--- config.mk ---
export PLATFORM = sky130hd
export DESIGN_NAME = packet_crc16_append_check_top
export DESIGN_NICKNAME = d
export VERILOG_FILES = /design/src/rtl/pcrc_pkg.sv /design/src/rtl/packet_crc16_append_check_top.sv
export SDC_FILE = /design/constraint.sdc
export NUM_CORES = 1
export LEC_CHECK = 0
export ABC_AREA = 1
export BUFFER_PORTS_ARGS = -buffer_cell sky130_fd_sc_hd__buf_4
export CORE_MARGIN = 2
export CORE_UTILIZATION = 55
export DETAILED_ROUTE_END_ITERATION = 10
export PLACE_DENSITY = 0.76
export SLEW_MARGIN = 20
export SYNTH_ARGS = -nofsm -noshare
export SYNTH_HDL_FRONTEND = slang
export SYNTH_SLANG_ARGS = --single-unit
--- constraint.sdc ---
create_clock -name clock -period 2.3 [get_ports clock]
set_input_delay 0.115 -clock clock [delete_from_list [all_inputs] [get_ports clock]]
set_output_delay 0.115 -clock clock [all_outputs]
set_load 0.01 [all_outputs]
--- src/rtl/pcrc_pkg.sv ---
// Package for the packet CRC-16 append/check block.
// Holds the beat payload types, CRC constants and the byte fold function.
// No dependencies.
package pcrc_pkg;

   localparam logic [15:0] CRC_INIT = 16'hFFFF;
   localparam logic [15:0] CRC_POLY = 16'h8408;

   // Depth of the result queue and its pointer and count widths.
   localparam int unsigned RSP_DEPTH = 4;
   localparam int unsigned PTR_W     = $clog2(RSP_DEPTH);
   localparam int unsigned CNT_W     = $clog2(RSP_DEPTH + 1);
   // Most results that one input beat can push.
   localparam int unsigned MAX_PUSH  = 3;

   typedef struct packed {
      logic [7:0] data_byte;
      logic       last_byte;
   } req_type;

   typedef struct packed {
      logic [7:0] out_byte;
      logic       out_last;
      logic       verdict_valid;
      logic       crc_ok;
   } rsp_type;

   // Folds one byte into a reflected CRC-16, LSB first.
   function automatic logic [15:0] crc_fold(input logic [15:0] crc, input logic [7:0] data);
      logic [15:0] c;
      c = crc ^ {8'h00, data};
      for (int i = 0; i < 8; i++) begin
         if (c[0]) begin
            c = (c >> 1) ^ CRC_POLY;
         end else begin
            c = c >> 1;
         end
      end
      return c;
   endfunction

endpackage

--- src/rtl/packet_crc16_append_check_top.sv ---
// Top level of the packet CRC-16 append/check block.
// Depends on pcrc_pkg for the beat types, CRC constants and the fold function.
//
//   channel  direction  handshake          payload
//   req      in         req_valid/stall    pcrc_pkg::req_type (data_byte, last_byte)
//   rsp      out        rsp_valid/stall    pcrc_pkg::rsp_type (out_byte, out_last,
//                                          verdict_valid, crc_ok)
//   csr      in         csr_valid/ready    csr_check_mode (1 bit)
//
// For each input beat, the CRC fold and the hold-buffer update happen
// combinationally between the state registers and a four-entry result queue.
// One beat per cycle is sustained while rsp_stall stays low; a generate-mode last
// byte pushes three results, so input then stalls until at most one result waits.
// req_stall comes from the registered queue fill level (high while more than one
// result waits) and from a mode write being taken, so there is no combinational
// path from rsp_stall to req_stall.
// Reset is synchronous and active high; it clears the mode, the CRC state and the
// queue. The csr port is ready only while the queue is empty, and the byte channel
// stalls in the cycle in which a mode write is taken.
module packet_crc16_append_check_top (
   input  logic              clock,
   input  logic              reset,
   input  logic              req_valid,
   output logic              req_stall,
   input  pcrc_pkg::req_type req_data,
   output logic              rsp_valid,
   input  logic              rsp_stall,
   output pcrc_pkg::rsp_type rsp_data,
   input  logic              csr_valid,
   output logic              csr_ready,
   input  logic              csr_check_mode
);

   // Mode and per-packet CRC state.
   logic        mode_ff, mode_in;
   logic [15:0] crc_ff, crc_in;
   logic [7:0]  held0_ff, held0_in;
   logic [7:0]  held1_ff, held1_in;
   logic [1:0]  held_cnt_ff, held_cnt_in;

   // Result queue.
   pcrc_pkg::rsp_type               queue_ff [pcrc_pkg::RSP_DEPTH];
   logic [pcrc_pkg::PTR_W-1:0]      wr_ptr_ff, wr_ptr_in;
   logic [pcrc_pkg::PTR_W-1:0]      rd_ptr_ff, rd_ptr_in;
   logic [pcrc_pkg::CNT_W-1:0]      count_ff, count_in;

   // Results produced by the beat being accepted.
   pcrc_pkg::rsp_type               push_item [pcrc_pkg::MAX_PUSH];
   logic [1:0]                      push_num;

   logic        req_take;
   logic        rsp_take;
   logic        csr_write;
   logic [15:0] fold_in_crc;
   logic [7:0]  fold_byte;
   logic [15:0] fold_out;
   logic        verdict_ok;

   // A new beat is taken only while at most one result waits, so a three-result
   // burst always fits in the four-entry queue even if nothing drains. A mode
   // write takes the cycle for itself so that no byte beat is lost beside it.
   assign req_stall = reset || (count_ff > pcrc_pkg::CNT_W'(1)) || csr_write;
   assign csr_ready = !reset && (count_ff == '0);
   assign rsp_valid = (count_ff != '0);
   assign rsp_data  = queue_ff[rd_ptr_ff];

   assign req_take  = req_valid && !req_stall;
   assign rsp_take  = rsp_valid && !rsp_stall;
   assign csr_write = csr_valid && csr_ready;

   // One fold unit: generate mode folds the incoming byte, check mode folds the
   // oldest held byte once two bytes are already held.
   assign fold_in_crc = crc_ff;
   assign fold_byte   = mode_ff ? held0_ff : req_data.data_byte;
   assign fold_out    = pcrc_pkg::crc_fold(fold_in_crc, fold_byte);

   always_comb begin
      mode_in     = mode_ff;
      crc_in      = crc_ff;
      held0_in    = held0_ff;
      held1_in    = held1_ff;
      held_cnt_in = held_cnt_ff;
      verdict_ok  = 1'b0;
      push_num    = 2'd0;
      for (int i = 0; i < pcrc_pkg::MAX_PUSH; i++) begin
         push_item[i] = '0;
      end

      if (csr_write) begin
         // A mode write abandons any packet in progress.
         mode_in     = csr_check_mode;
         crc_in      = pcrc_pkg::CRC_INIT;
         held0_in    = '0;
         held1_in    = '0;
         held_cnt_in = '0;
      end else if (req_take) begin
         if (!mode_ff) begin
            // Generate mode: pass the byte through, append the CRC at the end.
            crc_in                 = fold_out;
            push_item[0].out_byte  = req_data.data_byte;
            push_num               = 2'd1;
            if (req_data.last_byte) begin
               push_item[1].out_byte = fold_out[15:8];
               push_item[2].out_byte = fold_out[7:0];
               push_item[2].out_last = 1'b1;
               push_num              = 2'd3;
               crc_in                = pcrc_pkg::CRC_INIT;
               held0_in              = '0;
               held1_in              = '0;
               held_cnt_in           = '0;
            end
         end else begin
            // Check mode: keep the two newest bytes back from the CRC.
            if (held_cnt_ff >= 2'd2) begin
               crc_in   = fold_out;
               held0_in = held1_ff;
               held1_in = req_data.data_byte;
            end else begin
               if (held_cnt_ff[0]) begin
                  held1_in = req_data.data_byte;
               end else begin
                  held0_in = req_data.data_byte;
               end
               held_cnt_in = held_cnt_ff + 2'd1;
            end
            if (req_data.last_byte) begin
               verdict_ok = (held_cnt_in >= 2'd2) && (held0_in == crc_in[15:8]) &&
                            (held1_in == crc_in[7:0]);
               push_item[0].out_last      = 1'b1;
               push_item[0].verdict_valid = 1'b1;
               push_item[0].crc_ok        = verdict_ok;
               push_num                   = 2'd1;
               crc_in                     = pcrc_pkg::CRC_INIT;
               held0_in                   = '0;
               held1_in                   = '0;
               held_cnt_in                = '0;
            end
         end
      end
   end

   always_comb begin
      wr_ptr_in = wr_ptr_ff + pcrc_pkg::PTR_W'(push_num);
      rd_ptr_in = rd_ptr_ff + pcrc_pkg::PTR_W'(rsp_take);
      count_in  = count_ff + pcrc_pkg::CNT_W'(push_num) - pcrc_pkg::CNT_W'(rsp_take);
   end

   always_ff @(posedge clock) begin
      if (reset) begin
         mode_ff     <= 1'b0;
         crc_ff      <= pcrc_pkg::CRC_INIT;
         held0_ff    <= '0;
         held1_ff    <= '0;
         held_cnt_ff <= '0;
         wr_ptr_ff   <= '0;
         rd_ptr_ff   <= '0;
         count_ff    <= '0;
      end else begin
         mode_ff     <= mode_in;
         crc_ff      <= crc_in;
         held0_ff    <= held0_in;
         held1_ff    <= held1_in;
         held_cnt_ff <= held_cnt_in;
         wr_ptr_ff   <= wr_ptr_in;
         rd_ptr_ff   <= rd_ptr_in;
         count_ff    <= count_in;
      end
   end

   // Queue storage holds payload only; it needs no reset.
   always_ff @(posedge clock) begin
      for (int i = 0; i < pcrc_pkg::MAX_PUSH; i++) begin
         if (i < int'(push_num)) begin
            queue_ff[wr_ptr_ff + pcrc_pkg::PTR_W'(i)] <= push_item[i];
         end
      end
   end

   // The queue never holds more results than it has entries.
   assert property (@(posedge clock) disable iff (reset)
      count_ff <= pcrc_pkg::CNT_W'(pcrc_pkg::RSP_DEPTH))
      else $error("result queue overflow");

   // A generate-mode last byte leaves at least two results queued.
   assert property (@(posedge clock) disable iff (reset)
      (req_take && req_data.last_byte && !mode_ff && !csr_write) |=>
         (count_ff >= pcrc_pkg::CNT_W'(2)))
      else $error("CRC append burst missing from queue");

   // The CRC and hold buffer restart after every packet end.
   assert property (@(posedge clock) disable iff (reset)
      (req_take && req_data.last_byte && !csr_write) |=>
         (crc_ff == pcrc_pkg::CRC_INIT && held_cnt_ff == 2'd0))
      else $error("CRC state not cleared at packet end");

   // A mode write clears the packet state.
   assert property (@(posedge clock) disable iff (reset)
      csr_write |=> (crc_ff == pcrc_pkg::CRC_INIT && held_cnt_ff == 2'd0))
      else $error("CRC state not cleared by mode write");

   // The hold buffer never counts past two bytes.
   assert property (@(posedge clock) disable iff (reset)
      held_cnt_ff != 2'd3)
      else $error("hold count out of range");

endmodule
== After elaboration in Yosys (flattened, before gate mapping) ==
Memories as Yosys holds them, arrays and structs flattened. A register that Yosys moved wholly into a read port is not among the register bits.
Cells that the tools add are included.
Word-level totals
  register bits after elaboration: 42
  bits in writable memories: 44
  bits of input ports: 15
  output and inout port bits: 14
  memories: 1
Operators by class
  add/sub/neg operators: 7
  $lt $le $gt $ge: 6
  equality and inequality tests: 2
  mux-type cells: 61
  bitwise logic cells: 9
  reductions and logical operators: 16
Memories
  queue_ff: words 4, bits a word 11, read ports 1, clocked after memory_dff 1, wr ports 3, RTL line packet_crc16_append_check_top.sv:42  | pcrc_pkg::rsp_type queue_ff [pcrc_pkg::RSP_DEPTH];
Operator list (count)
  $mux 16: 15
  $mux 8: 19
  $mux 19: 2
  $mux 9: 4
  $mux 2: 12
  $not 2->3: 8
  $eq 8x8->1: 2
  $xor 16x8->16: 1
  $mux 1: 7
  $logic_and 1x1->1: 6
  $mux 3: 2
  $add 2x1->2 const B: 2
  $ge 2x2->1 const B: 2
  $lt 1x2->1 const A: 2
  $add 3x2->3: 1
  $gt 3x1->1 const B: 1
  $logic_not 1->1: 3
  $logic_not 3->1: 1
  $reduce_bool 3->1: 1
  $sub 3x1->3: 1
  $add 2x1->2: 1
  $add 2x2->2: 1
  $add 2x2->2 const B: 1
  $logic_or 1x1->1: 2
  4 further kinds: 4

== Logic depth before layout (Yosys ltp) ==
  word-level depth: 29
  gate-level depth with buffers: 19

== Worst setup path before layout ==
Ideal clock, no wire load.
  path type: register to register
  start point: register count_ff[1] (netlist name)
  end point: register count_ff[2] (netlist name)
  library setup time: 0.070 ns
  arrival time: 2.386 ns
  data required time: 2.230 ns
  slack: -0.156 ns
  stages on the path, launching flop included: 11
  clock period less this slack: 2.456 ns
  cell sequence: dfxtp_1 -> nor2_2 -> nand2_1 -> nor3_4 -> nand3_2 -> buf_2 -> ha_1 -> fa_1 -> xor2_1 -> or2_2 -> a21oi_1
On the way
  word-level cells in the longest chain between the ends: 10
Ends and longest elaborated chain
  start, declared: RTL line packet_crc16_append_check_top.sv:45  | logic [pcrc_pkg::CNT_W-1:0] count_ff, count_in;
  start signal, assigned: RTL line packet_crc16_append_check_top.sv:166  | count_ff <= count_in;
  branches (longest 9 deep; another with $gt 3x1->1)
  $sub 3x1->3 (*): RTL line packet_crc16_append_check_top.sv:145  | count_in = count_ff + pcrc_pkg::CNT_W'(push_num) - pcrc_pkg::CNT_W'(rsp_take);
Every way passes the cells marked *.
A chain may end at the register's enable or synchronous reset.

== Worst setup path in the final report ==
Ends and elaborated chain as after synthesis.

==> summary.md <==
| Metric | Value |
|---|---|
| Overall power of the completed layout | `between 6 and 7 mW` |
| First-pass GRT wire length | `~30000 um` |
| Hold Path Cell Cnt | `3` |
| Core area | `about 9900 um2` |
| Vias in the first global route | `between 5000 and 6000` |
| Minimum setup slack in the final design | `between 4 and 5 ps` |
| Number of levels in the clock H-tree | `3` |
| Final RePlAce weighted congestion | `~0.94` |
| Dominant register cell in the synthesized netlist | `sky130_fd_sc_hd__dfxtp_1` |
| Data arrival, critical path | `2600 ps` |
| P_leak | `3.09 nW` |
| Die Area | `~11000 um2` |
| Routed WL | `around 19000 um` |
| Fraction of layout instances using a drive strength above 1 | `0.208` |
| Post-Syn Nets | `between 800 and 900` |
| Worst-case clock buffer depth | `2` |
| Pin slew with the least headroom to its limit | `roughly 590 ps` |
| Max transition margin | `0.606` |
| Number of cells produced by synthesis | `between 800 and 900` |
| Time the final worst path needs with I/O delays and setup | `2300 ps` |
| Vias per std cell | `between 5 and 6` |
| Vias after detailed routing | `~6200` |
| Antenna Cells | `0` |
| Unrepaired setup endpoints after global routing | `yes` |
| Placement Rows | `36` |
| Buffer type at the clock tree root | `sky130_fd_sc_hd__clkbuf_8` |
| Clock tree from TritonCTS | `done` |
| Maximum ir drop on the vdd rail | `between 400 and 500 uV` |
| Area Growth Syn to Fin | `20.9%` |
| CTS clock-pin slew for the worst setup and hold paths | `~110 ps` |
| Number of register bits inferred by synthesis | `86` |
| Total global-route track usage | `0.338` |
| Pre-CTS WS | `0.0877 ps` |
| Number of input and output port buffers inserted | `28` |
| Run status | `finished clean` |
| Setup violation total in the final timing report | `0` |
| Number of antenna violations at the first check in global routing | `0` |
| Crit path max fanout | `5` |
| Cells on worst reg2reg path | `12` |
| Cell count after placement | `just over 1000` |
| Ratio of final minimum period to clock period | `0.998` |
| Antenna Nets Post-Route | `0` |
| Die W | `roughly 110 um` |
| Max-slew violation count | `0` |
| Max frequency | `about 440 MHz` |
| Most frequent standard cell in the layout excluding fill and tap cells | `sky130_fd_sc_hd__nand2_1` |
| Effective utilization at floorplan | `0.572` |
| DRC violations left | `0` |
| Top-level port count | `29` |
| Avg WL per Cell | `~18 um` |
| Initial DRC Count | `approximately 660` |
| Area of the mapped netlist | `5640 um2` |
| Post-DP HPWL | `between 10000 and 15000 um` |
| Post-Syn Area per Cell | `a little under 7 um2` |
| Worst-skew pair later-pin latency | `380 ps` |
| Number of nets in the layout | `approximately 900` |
| Sequential element share of the synthesized area | `0.369` |
| Critical path type | `register to register` |
| Maximum number of pins on one net before global-route repair | `34` |
| Number of failing hold endpoints at the final stage | `0` |
| Number of unique standard cell types used by synthesis | `38` |
| Type of element launching the critical path | `register` |
| Final core occ | `0.691` |
| Remaining global-route overflow | `0` |
| Die Ht | `roughly 110 um` |
| Maximum clock skew at final layout | `around 27 ps` |
| Data required, critical path | `~2600 ps` |
| Endpoint type of the worst setup path | `register` |
| Class of the tightest hold or removal check | `primary input to register` |
| Number of synthesized flops with an enable pin | `36` |
| Number of clock buffers inserted by TritonCTS | `9` |
| Number of optimization iterations in the first detailed-route pass | `6` |
| Post-layout instance count excluding filler cells | `approximately 1000` |
| Commonest cells after routing, fill and taps aside | `sky130_fd_sc_hd__nand2_1, sky130_fd_sc_hd__nand3_1, sky130_fd_sc_hd__o21ai_0, sky130_fd_sc_hd__buf_4, sky130_fd_sc_hd__inv_1` |
| Max-capacitance violation count | `0` |
| Ratio of total power to cell area | `between 800 and 900 nW/um2` |
| Fraction of registers with async set/reset | `0` |
| Setup total negative slack | `0 ps` |
| Clock net sink count | `86` |
| Warning count from the yosys run | `0` |
## final cells by class
cell class / instances / area (um2)
Clock inverter: 6 / 66.3
Clock buffer: 10 / 149
Inverter: 90 / 342
Timing Repair Buffer: 85 / 732
Multi-Input combinational cell: 623 / 3270
Tap cell: 133 / 166
Fill cell: 831 / 3050
Sequential cell: 86 / 2090
## routing by layer
layer / track usage / vias to the layer above / routed length (um)
met1: 0.441 / 2898 / 7810
met2: 0.555 / 325 / 8930
met3: 0.0581 / 58 / 1460
met5: 0 / - / 0
li1: - / 2913 / -
met4: 0.135 / 0 / 647
## registers in the layout (all words and copies together) (netlist names)
register / flops
crc_ff: 16
count_ff: 3
held0_ff: 8
queue_ff: 44
rd_ptr_ff: 2
held1_ff: 8
mode_ff: 1
held_cnt_ff: 2
wr_ptr_ff: 2
## power by group
group	internal, mW	switching (mW)
combinational	1.01	1.86
sequential	1.81	0.176
clock	0.573	0.610
## per-stage QoR
step	hold slack, ps	instance area (um2)
global route	31.3	6820
finish	9.31	6820
floorplan	257	5700
global placement	356	6340
detailed placement	366	6340
CTS	12.1	6570
## worst max-delay path: stages (launching register included)
cell and delay [ps]:
sky130_fd_sc_hd__dfxtp_2 350, sky130_fd_sc_hd__nor2_4 170, sky130_fd_sc_hd__nand2_2 90, sky130_fd_sc_hd__nor3_4 210, sky130_fd_sc_hd__nand2_2 100, sky130_fd_sc_hd__ha_4 220, sky130_fd_sc_hd__inv_2 60, sky130_fd_sc_hd__ha_4 120
sky130_fd_sc_hd__inv_2 30, sky130_fd_sc_hd__fa_2 350, sky130_fd_sc_hd__xor2_2 160, sky130_fd_sc_hd__or2_4 230, sky130_fd_sc_hd__a21oi_2 130
## logic make-up after synthesis
group / Yosys count / synth area share
flip-flops: 86 / 0.369
XOR/XNOR: 3 / 0.00466
AO/OA/AOI/OAI: 170 / 0.178
buffers and inverters: 120 / 0.0854
AND/OR/NAND/NOR: 442 / 0.343
adder cells (fa/ha/maj): 8 / 0.0191
## worst paths after layout
path / slack (ps) / start / endpoint
worst min-delay path: 9 / csr_check_mode / mode_ff$_SDFFE_PP0N_
worst max-delay path: 5 / count_ff[1]$_SDFF_PP0_ / count_ff[2]$_SDFF_PP0_
worst min register to register: 480 / queue_ff[1][1]$_SDFFE_PP0N_ / queue_ff[1][1]$_SDFFE_PP0N_
worst max register to register: 5 / count_ff[1]$_SDFF_PP0_ / count_ff[2]$_SDFF_PP0_
## timing repair
| action | in CTS | in global routing |
|---|---|---|
| setup buffers | 1 | 9 |
| pin swaps | 1 | 13 |
| hold buffers | 1 | 0 |
| gates resized for setup | 0 | 49 |
| setup endpoints to repair | 1 | 26 |
| endpoints found under the hold margin | 7 | 0 |
## synthesized netlist by cell type, drive strengths merged (14+ instances only)
| master | count | area [um2] |
|---|---|---|
| a21oi | 34 | 170 |
| clkbuf | 16 | 63.8 |
| edfxtp | 36 | 1080 |
| nor2 | 62 | 245 |
| o22ai | 14 | 87.6 |
| inv | 89 | 334 |
| dfxtp | 50 | 1000 |
| nand3 | 82 | 415 |
| o21ai | 79 | 395 |
| nand2 | 287 | 1190 |
| buf | 14 | 80.1 |
| o221ai | 25 | 219 |
No activity file was read; power rests on OpenSTA's default activity.
